<file path="src/rtl/ptmp_pkg.sv">
// Package for the pager time message parser.
// Label text, label automaton step, digit and pair helpers, sync and register codes.
// No dependencies.
package ptmp_pkg;

    localparam int unsigned DIGIT_COUNT = 12;
    localparam int unsigned LABEL_LEN   = 14;
    localparam int unsigned CAP_W       = 21;

    localparam logic [3:0]  LABEL_DONE  = 4'(LABEL_LEN);
    localparam logic [3:0]  DIGITS_FULL = 4'(DIGIT_COUNT);
    localparam logic [11:0] YEAR_BASE   = 12'd2000;

    localparam logic [7:0] CHAR_ZERO = 8'h30;
    localparam logic [7:0] CHAR_NINE = 8'h39;
    localparam logic [7:0] CHAR_Y    = 8'h59;

    localparam logic [1:0] REG_OWN_CAPCODE   = 2'd0;
    localparam logic [1:0] REG_UTC_CAPCODE   = 2'd1;
    localparam logic [1:0] REG_LOCAL_CAPCODE = 2'd2;

    localparam logic [CAP_W-1:0] OWN_CAPCODE_RST   = 21'd0;
    localparam logic [CAP_W-1:0] UTC_CAPCODE_RST   = 21'd216;
    localparam logic [CAP_W-1:0] LOCAL_CAPCODE_RST = 21'd224;

    typedef enum logic [1:0] {
        SYNC_NONE  = 2'd0,
        SYNC_UTC   = 2'd1,
        SYNC_LOCAL = 2'd2
    } sync_kind_t;

    typedef logic [3:0] digit_t;

    // digit view handed from the scanner to the result stage
    typedef struct packed {
        logic                          complete;
        digit_t [DIGIT_COUNT-1:0]      digits;
    } scan_t;

    function automatic logic [7:0] label_char(input logic [3:0] k);
        logic [7:0] ch;
        case (k)
            4'd0, 4'd1, 4'd2, 4'd3: ch = CHAR_Y;
            4'd4, 4'd5, 4'd10, 4'd11: ch = 8'h4D;
            4'd6, 4'd7:  ch = 8'h44;
            4'd8, 4'd9:  ch = 8'h48;
            4'd12, 4'd13: ch = 8'h53;
            default: ch = 8'h00;
        endcase
        return ch;
    endfunction

    // one step of the prefix automaton; fail chain collapsed to closed form
    function automatic logic [3:0] label_step(input logic [3:0] k, input logic [7:0] c);
        logic [3:0] nk;
        if (c == label_char(k))
            nk = k + 4'd1;
        else if (c == CHAR_Y)
            nk = (k == 4'd4) ? 4'd4 : 4'd1;
        else
            nk = 4'd0;
        return nk;
    endfunction

    function automatic logic [7:0] pair_value(input digit_t hi, input digit_t lo);
        return {1'b0, hi, 3'b000} + {3'b000, hi, 1'b0} + {4'b0000, lo};
    endfunction

endpackage

</file>
<file path="src/rtl/ptmp_scan.sv">
// Label automaton, digit capture and digit store for the time message parser.
// Depends on ptmp_pkg.
module ptmp_scan (
    input  logic              clk,
    input  logic              rst_n,
    input  logic              advance,
    input  logic [7:0]        char_code,
    input  logic              last,
    output ptmp_pkg::scan_t   scan
);
    import ptmp_pkg::*;

    logic [3:0]                label_reg, label_next;
    logic [3:0]                count_reg, count_next;
    digit_t [DIGIT_COUNT-1:0]  store_reg;

    logic       found;
    logic       is_digit;
    logic       capture;
    logic [3:0] count_inc;
    digit_t     digit_val;

    assign found     = (label_reg == LABEL_DONE);
    assign is_digit  = (char_code >= CHAR_ZERO) && (char_code <= CHAR_NINE);
    assign capture   = found && is_digit && (count_reg < DIGITS_FULL);
    assign digit_val = 4'(char_code - CHAR_ZERO);
    assign count_inc = count_reg + {3'b000, capture};

    always_comb
    begin
        label_next = label_reg;
        count_next = count_reg;
        if (advance)
        begin
            if (last)
            begin
                label_next = 4'd0;
                count_next = 4'd0;
            end
            else
            begin
                if (!found)
                    label_next = label_step(label_reg, char_code);
                count_next = count_inc;
            end
        end
    end

    always_ff @(posedge clk or negedge rst_n)
    begin
        if (!rst_n)
        begin
            label_reg <= 4'd0;
            count_reg <= 4'd0;
        end
        else
        begin
            label_reg <= label_next;
            count_reg <= count_next;
        end
    end

    always_ff @(posedge clk)
    begin
        if (advance && capture)
            store_reg[count_reg] <= digit_val;
    end

    always_comb
    begin
        scan.complete = found && (count_inc == DIGITS_FULL);
        for (int i = 0; i < DIGIT_COUNT; i++)
        begin
            scan.digits[i] = (capture && count_reg == 4'(i)) ? digit_val : store_reg[i];
        end
    end

    a_label_range: assert property (@(posedge clk) disable iff (!rst_n)
        label_reg <= LABEL_DONE)
        else $error("label progress out of range");

    a_count_range: assert property (@(posedge clk) disable iff (!rst_n)
        count_reg <= DIGITS_FULL)
        else $error("digit count out of range");

    a_count_after_label: assert property (@(posedge clk) disable iff (!rst_n)
        (count_reg != 4'd0) |-> found)
        else $error("digits captured before label found");

    a_end_clears: assert property (@(posedge clk) disable iff (!rst_n)
        (advance && last) |=> (label_reg == 4'd0 && count_reg == 4'd0))
        else $error("end of message did not clear scan state");

endmodule

</file>
<file path="src/rtl/ptmp_result.sv">
// Timestamp decode, range checks, capcode matching and result register.
// Depends on ptmp_pkg.
module ptmp_result (
    input  logic                        clk,
    input  logic                        rst_n,
    input  logic                        load,
    input  ptmp_pkg::scan_t             scan,
    input  logic [ptmp_pkg::CAP_W-1:0]  capcode,
    input  logic [ptmp_pkg::CAP_W-1:0]  own_capcode,
    input  logic [ptmp_pkg::CAP_W-1:0]  utc_capcode,
    input  logic [ptmp_pkg::CAP_W-1:0]  local_capcode,
    output logic                        free,
    output logic                        out_valid,
    input  logic                        out_stall,
    output logic                        time_valid,
    output logic [11:0]                 year,
    output logic [3:0]                  month,
    output logic [4:0]                  day,
    output logic [4:0]                  hour,
    output logic [5:0]                  minute,
    output logic [5:0]                  second,
    output logic [1:0]                  sync_kind,
    output logic                        to_own
);
    import ptmp_pkg::*;

    logic       valid_reg, valid_next;
    logic       tv_reg;
    logic [11:0] year_reg;
    logic [3:0] month_reg;
    logic [4:0] day_reg;
    logic [4:0] hour_reg;
    logic [5:0] minute_reg;
    logic [5:0] second_reg;
    sync_kind_t kind_reg, kind_next;
    logic       own_reg;

    logic [7:0] yy, mo, dd, hh, mi, ss;
    logic       ok;

    assign yy = pair_value(scan.digits[0],  scan.digits[1]);
    assign mo = pair_value(scan.digits[2],  scan.digits[3]);
    assign dd = pair_value(scan.digits[4],  scan.digits[5]);
    assign hh = pair_value(scan.digits[6],  scan.digits[7]);
    assign mi = pair_value(scan.digits[8],  scan.digits[9]);
    assign ss = pair_value(scan.digits[10], scan.digits[11]);

    assign ok = scan.complete && (mo >= 8'd1) && (mo <= 8'd12) && (dd >= 8'd1) &&
                (dd <= 8'd31) && (hh <= 8'd23) && (mi <= 8'd59) && (ss <= 8'd59);

    always_comb
    begin
        kind_next = SYNC_NONE;
        if (ok)
        begin
            if (capcode == utc_capcode)
                kind_next = SYNC_UTC;
            else if (capcode == local_capcode)
                kind_next = SYNC_LOCAL;
        end
    end

    assign free       = !valid_reg || !out_stall;
    assign valid_next = load ? 1'b1 : (free ? 1'b0 : valid_reg);

    always_ff @(posedge clk or negedge rst_n)
    begin
        if (!rst_n)
            valid_reg <= 1'b0;
        else
            valid_reg <= valid_next;
    end

    always_ff @(posedge clk)
    begin
        if (load)
        begin
            tv_reg     <= ok;
            year_reg   <= ok ? YEAR_BASE + {4'b0000, yy} : YEAR_BASE;
            month_reg  <= ok ? mo[3:0] : 4'd0;
            day_reg    <= ok ? dd[4:0] : 5'd0;
            hour_reg   <= ok ? hh[4:0] : 5'd0;
            minute_reg <= ok ? mi[5:0] : 6'd0;
            second_reg <= ok ? ss[5:0] : 6'd0;
            kind_reg   <= kind_next;
            own_reg    <= (capcode == own_capcode);
        end
    end

    assign out_valid  = valid_reg;
    assign time_valid = tv_reg;
    assign year       = year_reg;
    assign month      = month_reg;
    assign day        = day_reg;
    assign hour       = hour_reg;
    assign minute     = minute_reg;
    assign second     = second_reg;
    assign sync_kind  = kind_reg;
    assign to_own     = own_reg;

    a_invalid_zero: assert property (@(posedge clk) disable iff (!rst_n)
        (valid_reg && !tv_reg) |-> (kind_reg == SYNC_NONE && month_reg == 4'd0 &&
                                     day_reg == 5'd0 && year_reg == YEAR_BASE))
        else $error("invalid result carries fields");

    a_valid_ranges: assert property (@(posedge clk) disable iff (!rst_n)
        (valid_reg && tv_reg) |-> (month_reg >= 4'd1 && month_reg <= 4'd12 &&
                                    day_reg >= 5'd1 && hour_reg <= 5'd23))
        else $error("valid result out of range");

endmodule

</file>
<file path="src/rtl/pager_time_message_parser.sv">
// Top level of the pager time message parser: input register, capcode registers,
// scanner and result stage. Depends on ptmp_pkg, ptmp_scan, ptmp_result.
//
//  channel  | handshake           | payload
//  ---------+---------------------+-----------------------------------------------
//  input    | in_valid / in_stall | char_code, capcode, last
//  output   | out_valid/out_stall | time_valid, year, month, day, hour, minute,
//           |                     | second, sync_kind, to_own
//  config   | cfg_we              | cfg_index, cfg_data
//
// One character per cycle while in_stall is low. The result of the transaction
// carrying the last character goes through the input register, then the result
// register. Non-final characters never wait on out_stall; a final
// character waits in the input register only while a previous result is held.
// Reset clears scan state and loads capcodes 0, 216 and 224.
module pager_time_message_parser (
    input  logic                        clk,
    input  logic                        rst_n,
    input  logic                        in_valid,
    output logic                        in_stall,
    input  logic [7:0]                  char_code,
    input  logic [ptmp_pkg::CAP_W-1:0]  capcode,
    input  logic                        last,
    output logic                        out_valid,
    input  logic                        out_stall,
    output logic                        time_valid,
    output logic [11:0]                 year,
    output logic [3:0]                  month,
    output logic [4:0]                  day,
    output logic [4:0]                  hour,
    output logic [5:0]                  minute,
    output logic [5:0]                  second,
    output logic [1:0]                  sync_kind,
    output logic                        to_own,
    input  logic                        cfg_we,
    input  logic [1:0]                  cfg_index,
    input  logic [ptmp_pkg::CAP_W-1:0]  cfg_data
);
    import ptmp_pkg::*;

    logic [CAP_W-1:0] own_reg, utc_reg, local_reg;

    logic             s1_valid_reg, s1_valid_next;
    logic [7:0]       s1_char_reg;
    logic [CAP_W-1:0] s1_cap_reg;
    logic             s1_last_reg;

    logic  in_accept;
    logic  s1_adv;
    logic  out_free;
    scan_t scan;

    always_ff @(posedge clk or negedge rst_n)
    begin
        if (!rst_n)
        begin
            own_reg   <= OWN_CAPCODE_RST;
            utc_reg   <= UTC_CAPCODE_RST;
            local_reg <= LOCAL_CAPCODE_RST;
        end
        else if (cfg_we)
        begin
            unique case (cfg_index)
                REG_OWN_CAPCODE:   own_reg   <= cfg_data;
                REG_UTC_CAPCODE:   utc_reg   <= cfg_data;
                REG_LOCAL_CAPCODE: local_reg <= cfg_data;
                default: ;
            endcase
        end
    end

    assign s1_adv        = s1_valid_reg && (!s1_last_reg || out_free);
    assign in_stall      = s1_valid_reg && !s1_adv;
    assign in_accept     = in_valid && !in_stall;
    assign s1_valid_next = in_accept ? 1'b1 : (s1_adv ? 1'b0 : s1_valid_reg);

    always_ff @(posedge clk or negedge rst_n)
    begin
        if (!rst_n)
            s1_valid_reg <= 1'b0;
        else
            s1_valid_reg <= s1_valid_next;
    end

    always_ff @(posedge clk)
    begin
        if (in_accept)
        begin
            s1_char_reg <= char_code;
            s1_cap_reg  <= capcode;
            s1_last_reg <= last;
        end
    end

    ptmp_scan u_scan (
        .clk       (clk),
        .rst_n     (rst_n),
        .advance   (s1_adv),
        .char_code (s1_char_reg),
        .last      (s1_last_reg),
        .scan      (scan)
    );

    ptmp_result u_result (
        .clk           (clk),
        .rst_n         (rst_n),
        .load          (s1_adv && s1_last_reg),
        .scan          (scan),
        .capcode       (s1_cap_reg),
        .own_capcode   (own_reg),
        .utc_capcode   (utc_reg),
        .local_capcode (local_reg),
        .free          (out_free),
        .out_valid     (out_valid),
        .out_stall     (out_stall),
        .time_valid    (time_valid),
        .year          (year),
        .month         (month),
        .day           (day),
        .hour          (hour),
        .minute        (minute),
        .second        (second),
        .sync_kind     (sync_kind),
        .to_own        (to_own)
    );

    a_stall_only_on_last: assert property (@(posedge clk) disable iff (!rst_n)
        in_stall |-> (s1_valid_reg && s1_last_reg && out_valid && out_stall))
        else $error("input stalled without a held result");

    a_last_delivers: assert property (@(posedge clk) disable iff (!rst_n)
        (s1_adv && s1_last_reg) |=> out_valid)
        else $error("final character produced no result");

endmodule
</file>
<file path="config.mk">
export PLATFORM = sky130hd
export DESIGN_NAME = pager_time_message_parser
export DESIGN_NICKNAME = d
export VERILOG_FILES = /design/src/rtl/ptmp_pkg.sv /design/src/rtl/ptmp_scan.sv /design/src/rtl/ptmp_result.sv /design/src/rtl/pager_time_message_parser.sv
export SDC_FILE = /design/constraint.sdc
export NUM_CORES = 1
export LEC_CHECK = 0
export ABC_CLOCK_PERIOD_IN_PS = 4800
export BUFFER_PORTS_ARGS = -buffer_cell sky130_fd_sc_hd__buf_4
export CAP_MARGIN = 20
export CORE_MARGIN = 1.5
export CORE_UTILIZATION = 39
export CTS_BUF_LIST = sky130_fd_sc_hd__clkbuf_8
export CTS_CLUSTER_SIZE = 30
export DETAILED_ROUTE_END_ITERATION = 12
export GPL_ROUTABILITY_DRIVEN = 0
export PLACE_DENSITY_LB_ADDON = 0.15
export SLEW_MARGIN = 20
export SYNTH_ARGS = -nofsm -noshare
export SYNTH_HDL_FRONTEND = slang
export SYNTH_HIERARCHICAL = 1
export SYNTH_SLANG_ARGS = --single-unit
</file>
<file path="constraint.sdc">
create_clock -name clk -period 4.8 [get_ports clk]
set_input_delay 0.24 -clock clk [delete_from_list [all_inputs] [get_ports clk]]
set_output_delay 0.24 -clock clk [all_outputs]
set_load 0.1 [all_outputs]
</file>
==> run summary, run 1 <==
The run finished, with violations left. The final reports fail on setup timing. The number of filler instances in the final layout was 2,112; the data required time of the worst path was 5.06 ns. The critical path start-end classification was reg2reg. The type of the tightest min-delay check is in2reg. Along the worst path, the maximum fanout reaches 6. Clock-pin slew was measured on the worst setup and hold paths at 0.11 ns. Leaving out fill and tap cells, the most frequent cell in the layout is sky130_fd_sc_hd__buf_4.

On the worst path, the slowest cell contributes a delay of 0.58 ns. The register with the most flip-flops in the layout has 48 of them. In the layout the commonest cells are sky130_fd_sc_hd__buf_4, sky130_fd_sc_hd__edfxtp_1, sky130_fd_sc_hd__mux2_2, sky130_fd_sc_hd__dfrtp_1, sky130_fd_sc_hd__dlygate4sd3_1. Among all flip-flop cells after synthesis, the most frequent one is sky130_fd_sc_hd__edfxtp_1.

The startpoint class of the critical path is a flip-flop. The tools report the maximum clock frequency as 208 MHz. The die extent in x is 161 um, and the die span in y is 161 um.

After routing, the total negative slack on setup checks comes to -0.0101 ns. The length of the first detailed-routing pass in iterations was 4; the hold-critical path depth was 3. For the worst setup path, the data arrival time is 5.07 ns.

Detailed placement finished with a half-perimeter wire length of 14,900 um. For this design the top-level I/O count stands at 102. The tools report the worst reg2reg path startpoint as u_scan/label_reg[0]$_DFFE_PN0P_. The analysis attributes to cell leakage a power of 5.13 nW. Registers take 0.00544 mm2. The run gives 0 as the number of hold violations in the final report.

After detailed routing, the wire length on met1 is 9980 um. The number of distinct standard cells referenced by the synthesized netlist was 60; the area enclosed by the die boundary was 0.0261 mm2. The number of antenna violations at the first check in global routing was 0; the routed wire length per instance was 17.2 um.

The routed design uses 10,900 um of met2 wire. The final wirelength is 21,900 um, and the ratio of routed vias to standard cells is 4.96. For the number of global-route vias before repair, the log shows 6,741. In the detailed route, the total length drawn on met3 is 713 um. TritonCTS built the clock tree. Counting along the longest clock path gives a buffer depth of 2.

The tools report the count of final max-slew check failures as 0. The residual overflow from global routing came out at 0. The slowest stage of the critical path belongs to the cell sky130_fd_sc_hd__or4_4. The number of nets handed over by synthesis was 825. Maximum number of pins on one net before global-route repair: 74. The signal on the critical path passes through inv_2 -> ha_4 -> and3_4 -> nand3_4 -> or3b_4 -> or3_4 -> mux2_4 -> fa_1 -> buf_4 -> ha_1 -> a21o_1 -> a21oi_1 -> mux2_4 -> o32ai_4 -> or4_4 -> buf_12 -> a21o_1. For the worst flop-to-flop path, the logic depth is 17.

Synthesis produced a netlist whose cell count is 703. The run gives 0.400 as the initial core utilization. Setup repair after global routing could not meet its margin everywhere. In this run, the number of DRC markers left after iteration 0 of detailed routing was 213. Counting the buffers created by CTS gives 17. The synthesized design contains 193 register bits. The tools report the number of antenna cells inserted as 0. The tools report the endpoint of the worst hold-timing path as u_result/out_valid$_DFFE_PN0P_. In the final layout, the multi-input gates occupy 0.00436 mm2. The number of input and output port buffers inserted was 101; the slack of the worst reg-to-reg path was -0.01 ns. The H-tree was split into 4 levels. Max-cap violations in this run came to 0.

Clock latency on the worst-skew pair, taken at its later pin, is 0.49 ns. At the pin with the least slew margin, the transition time is 0.939 ns. The endpoint identified for the worst register-to-register timing path is u_result/year[8]$_SDFFCE_PN1P_. During synthesis, Yosys emitted a total of 6 warnings. The total area inside the core boundary comes to 0.0245 mm2. For this block, the via count after detailed routing is 6,309. In this run the cell area measured after placement is 0.0113 mm2. The total global-route track usage is 0.174. Synthesized cell area: 0.00980 mm2. For this run, design rule violations remaining after detail routing come to 0. The share of cells above drive strength 1 works out to 0.405. The area growth from synthesis to final layout is 29.9%, and the average footprint of a synthesized cell is 13.9 um2. STA classifies the critical path endpoint as a flip-flop.

The total setup violations reported at the end of the flow came out at 2. Yosys mapped a number of flops with a built-in enable equal to 120. The tools report the startpoint of the lowest-slack hold path as out_stall. The part of the Yosys area used for sequential elements came out at 0.555. Subtracting the final worst setup slack from the clock period gives 4.81 ns.

The post-route worst setup slack is -0.00963 ns. The floorplan has 57 rows. The share of async-settable or async-resettable flops after synthesis is 0.378, and the area of all placed cells without fillers is 0.0127 mm2.

The maximum VDD drop is 201 uV. For this design, the sink count on the clock tree is 193. The remaining antenna violation count is 0, and the final net count is 1,056. Clock root buffer: sky130_fd_sc_hd__clkbuf_8.

The relative slew slack was 0.374; the global-route wire length before repair was 35,100 um. Across the routed clock network, the largest skew measured is 0.0190 ns. After detailed routing, no signal wire sits above met4. The final worst-path cycle share was 1.00. Dividing total power by cell area gives a power density of 291 mW/mm2.
## worst max-delay path, delay by kind of cell, from the launching register on
kind            cells  cell delay, ns
simple gates        5            1.71
fa+ha+maj           3            0.90
compound gates      4            0.62
mux                 2            0.54
buf+inv             3            0.41
flops               1            0.40
## metrics by stage
step	instances	worst slack, ns	util	power, mW	hold slack, ns
6_report	1271	-0.00963	0.520	3.70	0.0197
5_1_grt	1271	-0.182	0.520	3.85	0.0316
4_1_cts	1261	-0.0253	0.512	3.74	0.00202
3_5_place_dp	1170	-0.400	0.463	2.59	0.419
3_3_place_gp	1170	-0.311	0.463	2.57	0.418
2_1_floorplan	703	-0.0558	-	2.40	-0.0556
## where the power goes
part           internal (mW)  switching [mW]
Combinational          0.244           0.333
Clock                  0.415           0.701
Sequential              1.92          0.0914
Total                   2.57            1.12
## how the worst max path moves through the flow
stage	start	endpoint	depth (start not counted)
6_report	u_scan/label_reg[0]$_DFFE_PN0P_	u_result/year[8]$_SDFFCE_PN1P_	17
5_1_grt	u_scan/label_reg[0]$_DFFE_PN0P_	u_result/hour[2]$_SDFFCE_PN0P_	18
4_1_cts	s1_char_reg[6]$_DFFE_PP_	u_result/year[8]$_SDFFCE_PN1P_	15
3_5_place_dp	u_scan/label_reg[0]$_DFFE_PN0P_	u_result/year[5]$_SDFFCE_PN0P_	17
3_3_place_gp	u_scan/label_reg[0]$_DFFE_PN0P_	u_result/year[5]$_SDFFCE_PN0P_	17
2_1_floorplan	u_scan/label_reg[0]$_DFFE_PN0P_	u_result/year[6]$_SDFFCE_PN1P_	21
## metal layers
layer  vias to the layer above  global-route usage
li1                       3031                   -
met1                      3122               0.224
met2                       135               0.303
met3                        21              0.0254
met4                         0              0.0513
met5                         -                   0
## kinds of logic (layout without fill, tap and decap cells)
| logic type | after synthesis | count (layout) | share of synthesized area |
|---|---|---|---|
| xor gates and xnor gates | 78 | 78 | 0.0697 |
| buffers and inverters | 52 | 296 | 0.0263 |
| muxes | 114 | 114 | 0.134 |
| DFF | 193 | 193 | 0.555 |
| and+or+nand+nor | 154 | 154 | 0.0902 |
| AOI/OAI and AO/OA | 48 | 48 | 0.0338 |
| adders and majority gates | 64 | 64 | 0.0909 |
## cell usage after synthesis (all sizes together) (3+ instances only)
cell | number | area [um2]
a21o | 6 | 45.0
a21oi | 13 | 65.1
a22o | 4 | 35.0
and2 | 23 | 144
and3 | 3 | 23.8
buf | 15 | 111
clkbuf | 10 | 37.5
dfrtp | 66 | 1650
dfstp | 7 | 184
edfxtp | 120 | 3600
fa | 12 | 240
ha | 52 | 651
inv | 27 | 109
mux2 | 112 | 1290
nand2 | 18 | 67.6
nand2b | 9 | 56.3
nand3 | 6 | 35.0
nand3b | 3 | 22.5
nand4 | 10 | 62.6
nor2 | 26 | 97.6
nor2b | 6 | 37.5
nor3 | 17 | 90.1
nor4 | 17 | 106
o21ai | 7 | 35.0
or3 | 4 | 25.0
or3b | 3 | 26.3
xnor2 | 31 | 272
xor2 | 47 | 412
## repair_timing
action / CTS / global route
gates cloned: 3 / 0
hold buffers: 52 / 1
pin swaps: 19 / 13
resized for setup: 38 / 25
buffers inserted: 4 / 9
setup endpoints to repair: 41 / 41
endpoints found under the hold margin: 153 / 1
## area by class of cell
cell class / count / area share
sequential: 193 / 0.427
multi-input combinational: 458 / 0.343
timing repair buffer: 235 / 0.153
tap: 324 / 0.0318
clock buffer: 17 / 0.0184
clock inverter: 15 / 0.0156
inverter: 27 / 0.00894
timing repair inverter: 2 / 0.00177
No activity file was read; power rests on OpenSTA's default activity.
==> inputs of run 2 (changes only) <==
--- a/config.mk
+++ b/config.mk
@@ -15,6 +15,8 @@
 export DETAILED_ROUTE_END_ITERATION = 12
 export GPL_ROUTABILITY_DRIVEN = 0
 export PLACE_DENSITY_LB_ADDON = 0.15
+export RECOVER_POWER = 100
+export REMOVE_ABC_BUFFERS = 1
 export SLEW_MARGIN = 20
 export SYNTH_ARGS = -nofsm -noshare
 export SYNTH_HDL_FRONTEND = slang
==> run 2 against run 1 <==
The flow finishes with violations (capacitance limit, slew limit). Sequential power about the same. Clock skew decreased by 0.0061 ns. Register-to-register slack improved by 0.03 ns. Clock power decreased by 4%. First-iteration DRC count increased by 28%. Global-route usage decreased by 0.44 points. Count of clock-buffer cells in the layout increased by 3. Core utilization decreased by 2.2 points. Via count decreased by 1.6%.
==> run summary, run 2 (synthesized netlist as in run 1, its figures left out) <==
The smallest clock period supported by the final layout is computed as 4.78 ns. The run gives 74 as the maximum number of pins on one net before global-route repair. The ratio of routed vias to standard cells came out at 4.98. The critical path start-end classification is reg2reg. The logs give 6,615 for the number of global-route vias before repair and 2 for the deepest clock path buffer count. TritonCTS built the clock tree.

Pin placement for this block handled 102 I/O pins. The run gives 0.150 as the part of the total power dissipated in combinational logic. The flow ran to the end, but the final reports show violations. Once layout is done, the placed cells without fillers occupy 0.0122 mm2. The logs give 1.06 mW for the net switching power and -0.349 ns for the pre-CTS setup slack.

The share of cells above drive strength 1 works out to 0.310. The filler cells instantiated in the layout total 2,171. Initial core utilization: 0.400. The startpoint class of the critical path is a flip-flop. Destination of the worst register-to-register timing path: u_result/year[8]$_SDFFCE_PN1P_. The number of hold violations in the final report was 0. The tools report the startpoint of the lowest-slack hold path as cfg_data[8].

Count of final max-slew check failures: 148. The total length of routed met3 wires is 650 um. Total setup violations reported at the end of the flow: 0.

Clock latency on the worst-skew pair, taken at its later pin, is 0.48 ns. For the share of power burned in the clock network, the log shows 0.297. The slack of the worst reg-to-reg path is 0.02 ns, and the number of input and output port buffers inserted is 101.

The routed wire length per instance was 17.1 um; the first-iteration detailed-routing DRC count was 272. The non-filler instance count after layout is 1,247, and the area enclosed by the die boundary is 0.0261 mm2. Type of the tightest min-delay check: in2reg. The switching power share of the total is 0.293, and the register cell area after layout is 0.00544 mm2. In this run the standard cell core region covers 0.0245 mm2. Clock tree synthesis inserted a total of 17 buffers. For the worst flop-to-flop path, the logic depth is 19. The tools report the worst reg2reg path startpoint as u_scan/label_reg[0]$_DFFE_PN0P_. Clock tree synthesis selected as its root buffer the cell sky130_fd_sc_hd__clkbuf_8.

The number of antenna violations at the first check in global routing came out at 0. The residual overflow from global routing came out at 0. The area growth from synthesis to layout is 24.4%.

The tools report the number of remaining DRC errors as 0. The placement row count was 57; the final design utilization was 0.498. In this run the cell area measured after placement is 0.0113 mm2. The data required time of the worst path was 5.04 ns; the clock tree skew after final layout was 0.0129 ns. CTS saw 193 sinks.

The relative slew slack was -1.68; the die span in y was 161 um. The first global-routing pass estimated 34,200 um of wire. In the final layout, the multi-input gates occupy 0.00432 mm2. The final worst-path cycle share is 0.996, and the largest fanout on the critical path is 6. The post-layout total power is 3.63 mW.

The floorplan step set the die width to 161 um. The logs give 0.170 for the total global-route track usage and 5.02 ns for the arrival time at the worst endpoint. The placed instance count was 1,161. The slew of the pin with the lowest slew margin works out to 4.02 ns.

The analysis attributes to cell leakage a power of 4.74 nW. Setup repair after global routing could not meet its margin everywhere. The register with the most flip-flops in the layout has 48 of them. The checks that failed: capacitance limit, slew limit. The sequential cell fraction of total power is 0.553. In the layout the commonest cells are sky130_fd_sc_hd__edfxtp_1, sky130_fd_sc_hd__mux2_2, sky130_fd_sc_hd__buf_4, sky130_fd_sc_hd__dfrtp_1, sky130_fd_sc_hd__clkbuf_1. The leading cell type in the layout, fill and taps excluded was sky130_fd_sc_hd__edfxtp_1.

After clock tree synthesis, the clock-pin slew on the worst setup and hold paths is 0.10 ns. Derived from the worst setup path, the maximum achievable clock frequency is 209 MHz. Power spread over the standard cell area amounts to 298 mW/mm2.

The internal portion of the total power is 2.56 mW. For this block, the via count after detailed routing is 6,205. The tools report the endpoint of the worst hold-timing path as own_reg[8]$_DFFE_PN0P_. The detailed router put a total of 10,000 um of wire on met1. Highest metal layer with signal wires: met4. For the number of antenna cells inserted, the log shows 0. In this run the remaining antenna-violating nets after routing total 0. STA classifies the critical path endpoint as a flip-flop. The worst hold path was traced through 2 stages. Across the VDD grid, the largest voltage drop is 178 uV. The final layout contains routed wiring with a total length of 21,300 um. At the end of the flow, the number of nets in the layout was 1,032. The post-route worst setup slack is 0.0181 ns, and the number of levels the H-tree was split into is 4. The met2 wire length was 10,400 um. The first detailed-routing pass ran for 4 iterations. Across the run, the number of max-cap violations was 3. For the detailed placer's ending HPWL, the log shows 14,800 um.
## run 2: cell count changes in the layout (fill, tap and decap cells not counted), sizes merged
cell / before / now
buf: 181 / 75
bufbuf: 1 / 0
clkbuf: 17 / 109
clkinv: 6 / 5
dlygate4sd3: 53 / 49
inv: 38 / 34
## run 2: power by group through the flow
stage / sequential (mW) / clock [mW] / combinational, mW
6_report: 2.01 / 1.08 / 0.544
3_3_place_gp: 2.04 / 0 / 0.530
5_1_grt: 2.03 / 1.18 / 0.582
2_1_floorplan: 2.18 / 0 / 0.223
4_1_cts: 2.01 / 1.12 / 0.575
3_5_place_dp: 2.05 / 0 / 0.540
## run 2: layer usage
layer,track usage,vias up
met1,0.226,3086
met4,0.0434,0
li1,-,2969
met2,0.288,128
met5,0,-
met3,0.0265,22
## run 2: worst max path at each step
stage                                     from                              to  slack (ns)
6_report       u_scan/label_reg[0]$_DFFE_PN0P_  u_result/year[8]$_SDFFCE_PN1P_        0.02
5_1_grt        u_scan/label_reg[0]$_DFFE_PN0P_  u_result/year[8]$_SDFFCE_PN1P_       -0.14
4_1_cts               s1_char_reg[6]$_DFFE_PP_  u_result/year[8]$_SDFFCE_PN1P_       -0.02
3_5_place_dp   u_scan/label_reg[0]$_DFFE_PN0P_  u_result/year[8]$_SDFFCE_PN1P_       -0.35
3_3_place_gp   u_scan/label_reg[0]$_DFFE_PN0P_  u_result/year[8]$_SDFFCE_PN1P_       -0.23
2_1_floorplan         s1_char_reg[1]$_DFFE_PP_   u_result/day[0]$_SDFFCE_PN0P_       -0.35
## run 2: area by class of cell
class,instances,area share
clock inverter,12,0.0111
timing repair buffer,213,0.124
inverter,27,0.00893
sequential,193,0.446
tap,324,0.0333
multi-input combinational,458,0.354
clock buffer,20,0.0226
## run 2: worst max-delay path: stages, from the launching register on
cell and delay, ns:
sky130_fd_sc_hd__dfrtp_1 0.40, sky130_fd_sc_hd__inv_2 0.08, sky130_fd_sc_hd__ha_4 0.12, sky130_fd_sc_hd__and3_4 0.18
sky130_fd_sc_hd__nand3_4 0.09, sky130_fd_sc_hd__or3b_4 0.42, sky130_fd_sc_hd__buf_6 0.14, sky130_fd_sc_hd__nor2_4 0.15
sky130_fd_sc_hd__mux2_4 0.34, sky130_fd_sc_hd__fa_1 0.57, sky130_fd_sc_hd__inv_1 0.07, sky130_fd_sc_hd__fa_2 0.44
sky130_fd_sc_hd__xor2_4 0.23, sky130_fd_sc_hd__nor3_4 0.08, sky130_fd_sc_hd__nor4_2 0.22, sky130_fd_sc_hd__buf_4 0.15
sky130_fd_sc_hd__o32ai_2 0.07, sky130_fd_sc_hd__or4_4 0.48, sky130_fd_sc_hd__buf_6 0.17, sky130_fd_sc_hd__a21o_1 0.14
## run 2: through the flow
stage	TNS (ns)	hold WS, ns
after floorplan	-11.39	-0.0556
final	0	0.0269
after detailed placement	-9.77	0.419
after global routing	-2.59	0.00332
after global placement	-7.37	0.418
after CTS	-0.0229	0.000893
## run 2: timing repair
item / CTS / global route
resized for setup: 30 / 21
setup buffers: 4 / 1
setup endpoints to repair: 41 / 41
hold endpoints to repair: 142 / 0
pin swaps: 10 / 5
hold buffers: 49 / 0
